<file path="config.mk">
export PLATFORM = sky130hd
export DESIGN_NAME = magic_id_length_deframer_core
export DESIGN_NICKNAME = d
export VERILOG_FILES = /design/src/hdl/mild_pkg.sv /design/src/hdl/mild_parser.sv /design/src/hdl/magic_id_length_deframer_core.sv
export SDC_FILE = /design/constraint.sdc
export NUM_CORES = 1
export LEC_CHECK = 0
export ABC_CLOCK_PERIOD_IN_PS = 5900
export BUFFER_PORTS_ARGS = -buffer_cell sky130_fd_sc_hd__buf_4
export CAP_MARGIN = 20
export CORE_UTILIZATION = 45
export CTS_BUF_LIST = sky130_fd_sc_hd__clkbuf_4 sky130_fd_sc_hd__clkbuf_8 sky130_fd_sc_hd__clkbuf_16
export DETAILED_ROUTE_END_ITERATION = 8
export PLACE_DENSITY_LB_ADDON = 0.08
export SLEW_MARGIN = 20
export SYNTH_ARGS = -nofsm -noshare
export SYNTH_HDL_FRONTEND = slang
export SYNTH_SLANG_ARGS = --single-unit
</file>
<file path="constraint.sdc">
create_clock -name clk -period 5.9 [get_ports clk]
set_clock_uncertainty 0.1 [all_clocks]
set_input_delay 0.295 -clock clk [delete_from_list [all_inputs] [get_ports clk]]
set_output_delay 0.295 -clock clk [all_outputs]
set_load 0.005 [all_outputs]
</file>
<file path="src/hdl/mild_pkg.sv">
package mild_pkg;

  localparam int unsigned HEADER_BYTES = 10;
  localparam int unsigned HCNT_W = 4;

  localparam logic [31:0] MAGIC_RESET   = 32'h4642_4542;
  localparam logic [31:0] MAX_LEN_RESET = 32'd65536;

  localparam logic CFG_HEADER_MAGIC    = 1'b0;
  localparam logic CFG_MAX_BODY_LENGTH = 1'b1;

  localparam logic [1:0] ACT_BYTE = 2'd0;
  localparam logic [1:0] ACT_RESP = 2'd1;
  localparam logic [1:0] ACT_NEW  = 2'd2;

  localparam logic [1:0] PH_HEADER = 2'd0;
  localparam logic [1:0] PH_BODY   = 2'd1;
  localparam logic [1:0] PH_WAIT   = 2'd2;
  localparam logic [1:0] PH_CLOSED = 2'd3;

  localparam logic KIND_BODY   = 1'b0;
  localparam logic KIND_REJECT = 1'b1;

  localparam logic ERR_MAGIC  = 1'b0;
  localparam logic ERR_LENGTH = 1'b1;

  typedef struct packed {
    logic [1:0] action;
    logic [7:0] rx_byte;
  } in_word_t;

  typedef struct packed {
    logic        result_kind;
    logic [7:0]  body_byte;
    logic [15:0] event_id;
    logic        last_byte;
    logic        error_code;
  } out_word_t;

  typedef struct packed {
    logic [31:0] header_magic;
    logic [31:0] max_body_length;
  } cfg_t;

endpackage

</file>
<file path="src/hdl/mild_parser.sv">
module mild_parser (
  input  logic               clk,
  input  logic               rst_n,
  input  logic               step,
  input  mild_pkg::in_word_t word,
  input  mild_pkg::cfg_t     cfg,
  output logic               res_valid,
  output mild_pkg::out_word_t res
);
  import mild_pkg::*;

  logic [1:0]        phase_r, phase_nxt;
  logic [HCNT_W-1:0] hcnt_r, hcnt_nxt;
  logic [31:0]       magic_r, magic_nxt;
  logic [15:0]       eid_r, eid_nxt;
  logic [31:0]       len_r, len_nxt;
  logic [31:0]       bcnt_r, bcnt_nxt;

  always_comb begin
    phase_nxt = phase_r;
    hcnt_nxt  = hcnt_r;
    magic_nxt = magic_r;
    eid_nxt   = eid_r;
    len_nxt   = len_r;
    bcnt_nxt  = bcnt_r;
    res_valid = 1'b0;
    res       = '0;
    res.event_id = eid_r;
    case (word.action)
      ACT_NEW: begin
        phase_nxt = PH_HEADER;
        hcnt_nxt  = '0;
        magic_nxt = '0;
        eid_nxt   = '0;
        len_nxt   = '0;
        bcnt_nxt  = '0;
      end
      ACT_RESP: begin
        if (phase_r != PH_CLOSED) begin
          phase_nxt = PH_HEADER;
          hcnt_nxt  = '0;
          magic_nxt = '0;
          eid_nxt   = '0;
          len_nxt   = '0;
          bcnt_nxt  = '0;
        end
      end
      ACT_BYTE: begin
        case (phase_r)
          PH_HEADER: begin
            case (hcnt_r)
              4'd0, 4'd1, 4'd2, 4'd3: magic_nxt = {magic_r[23:0], word.rx_byte};
              4'd4: eid_nxt[7:0]   = word.rx_byte;
              4'd5: eid_nxt[15:8]  = word.rx_byte;
              4'd6: len_nxt[7:0]   = len_r[7:0]   | word.rx_byte;
              4'd7: len_nxt[15:8]  = len_r[15:8]  | word.rx_byte;
              4'd8: len_nxt[23:16] = len_r[23:16] | word.rx_byte;
              4'd9: len_nxt[31:24] = len_r[31:24] | word.rx_byte;
              default: ;
            endcase
            hcnt_nxt = hcnt_r + 1'b1;
            if (hcnt_nxt == HCNT_W'(HEADER_BYTES)) begin
              if (magic_nxt != cfg.header_magic) begin
                phase_nxt        = PH_CLOSED;
                res_valid        = 1'b1;
                res.result_kind  = KIND_REJECT;
                res.error_code   = ERR_MAGIC;
              end else if (len_nxt == '0 || len_nxt > cfg.max_body_length) begin
                phase_nxt        = PH_CLOSED;
                res_valid        = 1'b1;
                res.result_kind  = KIND_REJECT;
                res.error_code   = ERR_LENGTH;
              end else begin
                phase_nxt = PH_BODY;
                bcnt_nxt  = '0;
              end
            end
          end
          PH_BODY: begin
            bcnt_nxt        = bcnt_r + 32'd1;
            res_valid       = 1'b1;
            res.result_kind = KIND_BODY;
            res.body_byte   = word.rx_byte;
            res.last_byte   = (bcnt_nxt == len_r);
            if (bcnt_nxt == len_r) begin
              phase_nxt = PH_WAIT;
            end
          end
          default: ;
        endcase
      end
      default: ;
    endcase
  end

  always_ff @(posedge clk) begin
    if (!rst_n) begin
      phase_r <= PH_HEADER;
      hcnt_r  <= '0;
      magic_r <= '0;
      eid_r   <= '0;
      len_r   <= '0;
      bcnt_r  <= '0;
    end else if (step) begin
      phase_r <= phase_nxt;
      hcnt_r  <= hcnt_nxt;
      magic_r <= magic_nxt;
      eid_r   <= eid_nxt;
      len_r   <= len_nxt;
      bcnt_r  <= bcnt_nxt;
    end
  end

endmodule

</file>
<file path="src/hdl/magic_id_length_deframer_core.sv">
// channel | direction | handshake            | payload
// in_     | input     | in_valid / in_ready   | in_data   (action, rx_byte)
// out_    | output    | out_valid / out_ready | out_data  (kind, byte, id, last, error)
// cfg_    | input     | cfg_we                | cfg_index, cfg_wdata
//
// One word per cycle sustained while the output is not stalled; an accepted word is
// registered in the input register, passes the parser, and its result is registered in the
// result register, which drives out_data.
// rst_n is synchronous; it clears the valid flags of both stages and the parser state, and loads the config registers.
// A stalled result holds the result register; the input register still takes one word.
module magic_id_length_deframer_core (
  input  logic                clk,
  input  logic                rst_n,
  input  logic                in_valid,
  output logic                in_ready,
  input  mild_pkg::in_word_t  in_data,
  output logic                out_valid,
  input  logic                out_ready,
  output mild_pkg::out_word_t out_data,
  input  logic                cfg_we,
  input  logic                cfg_index,
  input  logic [31:0]         cfg_wdata
);
  import mild_pkg::*;

  cfg_t      cfg_r;
  logic      inv_r;
  in_word_t  inw_r;
  logic      outv_r;
  out_word_t outw_r;
  logic      step;
  logic      res_valid;
  out_word_t res;

  assign step     = inv_r && (!outv_r || out_ready);
  assign in_ready = !inv_r || step;

  always_ff @(posedge clk) begin
    if (!rst_n) begin
      cfg_r.header_magic    <= MAGIC_RESET;
      cfg_r.max_body_length <= MAX_LEN_RESET;
    end else if (cfg_we) begin
      case (cfg_index)
        CFG_HEADER_MAGIC:    cfg_r.header_magic    <= cfg_wdata;
        CFG_MAX_BODY_LENGTH: cfg_r.max_body_length <= cfg_wdata;
        default: ;
      endcase
    end
  end

  always_ff @(posedge clk) begin
    if (!rst_n) begin
      inv_r <= 1'b0;
    end else if (in_ready) begin
      inv_r <= in_valid;
    end
  end

  always_ff @(posedge clk) begin
    if (in_ready && in_valid) begin
      inw_r <= in_data;
    end
  end

  mild_parser u_parser (
    .clk       (clk),
    .rst_n     (rst_n),
    .step      (step),
    .word      (inw_r),
    .cfg       (cfg_r),
    .res_valid (res_valid),
    .res       (res)
  );

  always_ff @(posedge clk) begin
    if (!rst_n) begin
      outv_r <= 1'b0;
    end else if (!outv_r || out_ready) begin
      outv_r <= step && res_valid;
    end
  end

  always_ff @(posedge clk) begin
    if (step && res_valid) begin
      outw_r <= res;
    end
  end

  assign out_valid = outv_r;
  assign out_data  = outw_r;

endmodule

</file>
==> impl_metrics.ini, run 1 <==
[clock_tree]
cts_buffers = 25
cts_tree = done
clock_path_buffers = 3
cts.sinks = 221
clk_latency_ns = 0.53
clk_pin_slew_worst_paths_ns = 0.06
cts-root-buf = clkbuf_16
htreeDepth = 1
cts_setup_buffers = 0

[global_route]
grt_max_degree = 78
grt.overflow.total = 0
grt_pass1_vias = 9856
grt_use_total = 0.274
antenna_found_initial = 0
grt_first_pass_wirelength_um = 56700

[pwr]
power_density_nw_per_um2 = 256
power.total_uw = 3510
power.leakage_uw = 0.00533
peakVddDrop_uv = 219

[route]
ant_nets = 0
routedWlPerCell_um = 20.2
drt-initial-drc-count = 1045
via_per_inst = 5.86
postRouteWirelength_um = 36500
num_vias = 10600
firstDrtPassIters = 6
drc = 0

[sta]
worst_pin_slew_ns = 1.03
setup_viol = 0
fin_ws_ns = 1.50
hold_viol = 0
min_period_ns = 4.40
rsz0062_at_grt = false
finalCritPeriodShare = 0.745
slew_headroom = 0.312
report.final.slew_viol_count = 0
maxClockFrequency_mhz = 228
fin_setup_tns_ns = 0

[floorplan]
num_rows = 58
io_pins = 77
die_area_um2 = 26700
die_x_um = 163
floorplan.initialDensity = 0.462
coreArea_um2 = 25300
fp.dieH_um = 163

[logic_synthesis]
synth-edff-count = 37
synth_common_cells = nand2_1 (192), dfxtp_1 (184), nor2_1 (137)
ys_ff_latch = 221
netlist.area_leader.share = 0.315
yosysMostFrequentCell = nand2_1
synth_area_um2 = 11700
yosysWarningCount = 0
yosys.area.top_type = dfxtp_1
yosysSeqAreaShare = 0.410
syn-instance-count = 1388
synth.area.top_cells = dfxtp_1 (31%), edfxtp_1 (9.5%), nand2_1 (6.2%)
synth_ff_type = dfxtp_1
syn_area_per_cell_um2 = 8.43
synth-async-reset-ratio = 0
syn_nets = 1473
synthDistinctLibCells = 77

[run]
cap_viol_max_count = 0

[critical_path]
cp_data_arrival_time_ns = 4.65
required_ns = 6.16
critPathLaunchType = register
crit_fanout = 32
worstSetupPathType = reg -> reg
endpoint_kind = register

[cells_and_area]
area_delta_synth_final_pct = 17.2
stdcell_count = 1805
drive_gt1_frac = 0.118
fin_nets = 1541
diodes = 0
fin_area_um2 = 13700
fill_cells = 2407

[placed_design]
gp_congestion = 0.938
dp.cells = 1716
dpl.hpwl_um = 25900
postPlaceCellArea_um2 = 12400
pre_cts_slack_ns = 1.56
port_buffers = 76

[run_status]
status = finished, final reports clean

[hold_path]
min_path_type = in -> reg
-- routing by layer --
| metal | up-vias | wire length [um] | GRT usage | part of all wire |
|---|---|---|---|---|
| li1 | 5119 | - | - | - |
| met1 | 5053 | 17000 | 0.384 | 0.47 |
| met2 | 333 | 16600 | 0.435 | 0.46 |
| met3 | 67 | 1790 | 0.0335 | 0.049 |
| met4 | 0 | 1030 | 0.0867 | 0.028 |
| met5 | - | 0 | 0 | 0 |
-- cell families after synthesis --
kind of cell / count (synthesis) / synth area share
AO/OA/AOI/OAI: 352 / 0.203
XOR/XNOR: 65 / 0.0487
adder cells (fa/ha/maj): 37 / 0.0396
buffers and inverters: 155 / 0.0539
flip-flops: 221 / 0.410
multiplexers: 20 / 0.0172
AND/OR/NAND/NOR: 538 / 0.228
-- through the flow --
step,utilization,hold slack (ns)
finish,0.542,0.0437
floorplan,-,0.294
global route,0.542,0.0489
detailed placement,0.490,0.320
CTS,0.542,0.0360
global placement,0.490,0.312
-- state kept, by name, summed over array words and instances, names as in the netlist, 4 cells and up --
register	cells
u_parser.magic_r	32
u_parser.len_r	32
out_data	27
cfg_r	64
inw_r	10
u_parser.hcnt_r	4
u_parser.bcnt_r	32
u_parser.eid_r	16
-- where the power goes --
part / total (uW) / internal (uW) / switching [uW]
Clock: 1640 / 1000 / 637
Sequential: 1610 / 1560 / 49.3
Combinational: 260 / 103 / 157
Total: 3510 / 2670 / 844
-- worst max-delay path, stage by stage (launching register included) --
cell	delay [ns]
dfxtp_1	0.40
inv_1	0.12
ha_1	0.32
and3b_1	0.27
a21oi_1	0.19
inv_1	0.09
ha_1	0.32
a211oi_1	0.25
o21ai_0	0.11
a31o_2	0.23
a311o_1	0.29
a22oi_1	0.23
nand4_2	0.18
a31oi_4	0.88
a311oi_1	0.23
-- path summary, 6_finish.rpt --
check | from | endpoint | slack (ns) | cells after the start
setup / recovery | u_parser.hcnt_r[0]$_SDFFE_PN0P_ | u_parser.bcnt_r[13]$_SDFFE_PN0P_ | 1.50 | 14
hold / removal | out_ready | out_valid$_SDFFE_PN0P_ | 0.04 | 3
setup reg to reg | u_parser.hcnt_r[0]$_SDFFE_PN0P_ | u_parser.bcnt_r[13]$_SDFFE_PN0P_ | 1.50 | 14
hold reg to reg | u_parser.eid_r[12]$_SDFFE_PN0P_ | out_data[14]$_DFFE_PP_ | 0.34 | 0
-- cell type report --
cell class | count | area [um2] | share of cell area
Multi-Input combinational cell | 1012 | 6310 | 0.460
Clock buffer | 32 | 691 | 0.0503
Sequential cell | 221 | 4790 | 0.350
Tap cell | 330 | 413 | 0.0301
Clock inverter | 14 | 178 | 0.0130
Inverter | 67 | 254 | 0.0185
Timing Repair Buffer | 129 | 1080 | 0.0784
-- cells in the final DEF, fill, tap and decap left out, drive strengths merged, types with 9 or more instances in the layout --
cell type,n
nand2,193
o21ai,46
nor3,17
a21o,23
nand3,38
mux2i,19
ha,37
dlygate4sd3,43
and2,17
nand2b,10
inv,68
or2,14
xnor2,39
nor4,21
dfxtp,184
clkbuf,32
a2111oi,16
and4b,14
edfxtp,37
a22oi,65
and3,9
xor2,26
o211ai,12
a31oi,29
nand4,29
nor2,139
o22ai,14
buf,86
nor2b,12
a21oi,92
-- what timing repair did --
action,in CTS,in global routing
hold buffers,43,0
gates resized for setup,0,0
endpoints found under the hold margin,75,0
(Power assumes the default switching activity.)
==> inputs of run 2 (changes only) <==
--- a/config.mk
+++ b/config.mk
@@ -5,7 +5,7 @@
 export SDC_FILE = /design/constraint.sdc
 export NUM_CORES = 1
 export LEC_CHECK = 0
-export ABC_CLOCK_PERIOD_IN_PS = 5900
+export ABC_CLOCK_PERIOD_IN_PS = 4270
 export BUFFER_PORTS_ARGS = -buffer_cell sky130_fd_sc_hd__buf_4
 export CAP_MARGIN = 20
 export CORE_UTILIZATION = 45
==> constraint.sdc (replaced) <==
create_clock -name clk -period 4.27 [get_ports clk]
set_clock_uncertainty 0.1 [all_clocks]
set_input_delay 0.2135 -clock clk [delete_from_list [all_inputs] [get_ports clk]]
set_output_delay 0.2135 -clock clk [all_outputs]
set_load 0.005 [all_outputs]
==> impl_metrics.ini, run 2 (same netlist as run 1, synthesis figures left out) <==
[clock_tree]
cts_setup_buffers = 0
clk_pin_slew_worst_paths_ns = 0.06
cts_buffers = 25
clk_latency_ns = 0.53
cts-root-buf = clkbuf_16
clock_path_buffers = 3
cts.sinks = 221
cts_tree = done
htreeDepth = 1

[global_route]
grt.overflow.total = 0
grt_max_degree = 58
antenna_found_initial = 0
grt_pass1_vias = 9901
grt_first_pass_wirelength_um = 57000
grt_use_total = 0.277

[placed_design]
port_buffers = 76
dpl.hpwl_um = 26500
dp.cells = 1732
postPlaceCellArea_um2 = 12500
gp_congestion = 0.954

[floorplan]
fp.dieH_um = 163
floorplan.initialDensity = 0.462
num_rows = 58
die_x_um = 163
coreArea_um2 = 25300
die_area_um2 = 26700
io_pins = 77

[critical_path]
path_buf_inv = 2
critical_path.slowest_cell = dfxtp_1
critPathLaunchType = register
critPathMaxStageDelay_ns = 0.43
worstPathCellList = inv_1 -> ha_1 -> and3b_1 -> a21o_1 -> ha_1 -> nand2_1 -> nor4_1 -> and2_1 -> nor2b_1 -> a22oi_1 -> nand4_2 -> nand2_1 -> a21boi_4 -> buf_6
worstSetupPathType = reg -> reg
crit_fanout = 22
cp_data_arrival_time_ns = 4.04
cp_top_family = simple AND/OR/NAND/NOR gates
required_ns = 4.39
endpoint_kind = register

[route]
firstDrtPassIters = 7
drc = 0
ant_nets = 0
postRouteWirelength_um = 36600
num_vias = 10600
via_per_inst = 5.81
drt-initial-drc-count = 845
routedWlPerCell_um = 20.1

[sta]
fin_setup_tns_ns = 0
worst_hold_slack_ns = -0.000438
min_period_ns = 3.92
setup_viol = 0
worst_pin_slew_ns = 1.08
finalCritPeriodShare = 0.918
rsz0062_at_grt = false
report.final.slew_viol_count = 0
maxClockFrequency_mhz = 255
hold_viol = 1
slew_headroom = 0.276

[run_status]
status = finished, violations left
violations = hold timing

[cells_and_area]
fill_cells = 2389
fin_nets = 1559
area_delta_synth_final_pct = 18.6
largest_reg_flops = 64
stdcell_count = 1822
top_register = cfg_r
layout_common_cells = nand2_1 (192), dfxtp_1 (184), nor2_1 (135)
diodes = 0
drive_gt1_frac = 0.125
fin_area_um2 = 13900
layout_commonest_cell = nand2_1

[hold_path]
min_path_type = in -> reg

[pwr]
peakVddDrop_uv = 321
power.total_uw = 4860
power_density_nw_per_um2 = 350
power.leakage_uw = 0.00542

[run]
cap_viol_max_count = 0
[run 2: area by class of cell]
class | count | area [um2] | area share
inverter | 67 | 254 | 0.0183
clock inverter | 11 | 156 | 0.0113
timing repair buffer | 147 | 1240 | 0.0893
multi-input combinational | 1012 | 6310 | 0.455
sequential | 221 | 4790 | 0.345
clock buffer | 34 | 712 | 0.0513
tap | 330 | 413 | 0.0297
[run 2: timing repair]
item / 4_1_cts / 5_1_grt
resized for setup: 0 / 2
hold endpoints to repair: 76 / 0
hold buffers: 45 / 0
setup endpoints to repair: 0 / 22
[run 2: power by group]
part | internal [uW] | switching, uW | total (uW) | leakage, uW
logic | 152 | 228 | 380 | 0.00309
clock network | 1400 | 858 | 2260 | 0.000437
registers | 2160 | 59.9 | 2220 | 0.00190
total | 3710 | 1150 | 4860 | 0.00542
[run 2: per-stage QoR]
| step | setup WS [ns] | utilization |
|---|---|---|
| 3_3_place_gp | 0.241 | 0.495 |
| 5_1_grt | 0.0183 | 0.548 |
| 3_5_place_dp | 0.192 | 0.496 |
| 2_1_floorplan | 0.410 | - |
| 4_1_cts | 0.182 | 0.548 |
| 6_report | 0.348 | 0.548 |
[run 2: routing by layer]
metal / wire length (um) / global-route usage / vias up / part of all wire
met2: 16500 / 0.443 / 365 / 0.45
met3: 1870 / 0.0317 / 64 / 0.051
met1: 17000 / 0.386 / 4987 / 0.46
met4: 1260 / 0.0935 / 0 / 0.034
li1: - / - / 5166 / -
met5: 0 / 0 / - / 0
[run 2: worst paths after layout]
kind / startpoint / to / slack (ns) / depth (start not counted)
worst max-delay path: u_parser.hcnt_r[1]$_SDFFE_PN0P_ / out_data[19]$_SDFFCE_PN0P_ / 0.35 / 14
worst min-delay path: rst_n / cfg_r[38]$_SDFFE_PN1P_ / -0.0004 / 2
worst max register to register: u_parser.hcnt_r[1]$_SDFFE_PN0P_ / out_data[19]$_SDFFCE_PN0P_ / 0.35 / 14
worst min register to register: u_parser.eid_r[14]$_SDFFE_PN0P_ / out_data[16]$_DFFE_PP_ / 0.33 / 0
[run 2: worst reg2reg max path: cells and delay by family, from the launching register on]
| family | cells | cell delay [ns] |
|---|---|---|
| fa+ha+maj | 2 | 0.58 |
| buf+inv | 2 | 0.36 |
| flops | 1 | 0.43 |
| simple gates | 7 | 1.46 |
| compound gates | 3 | 0.69 |
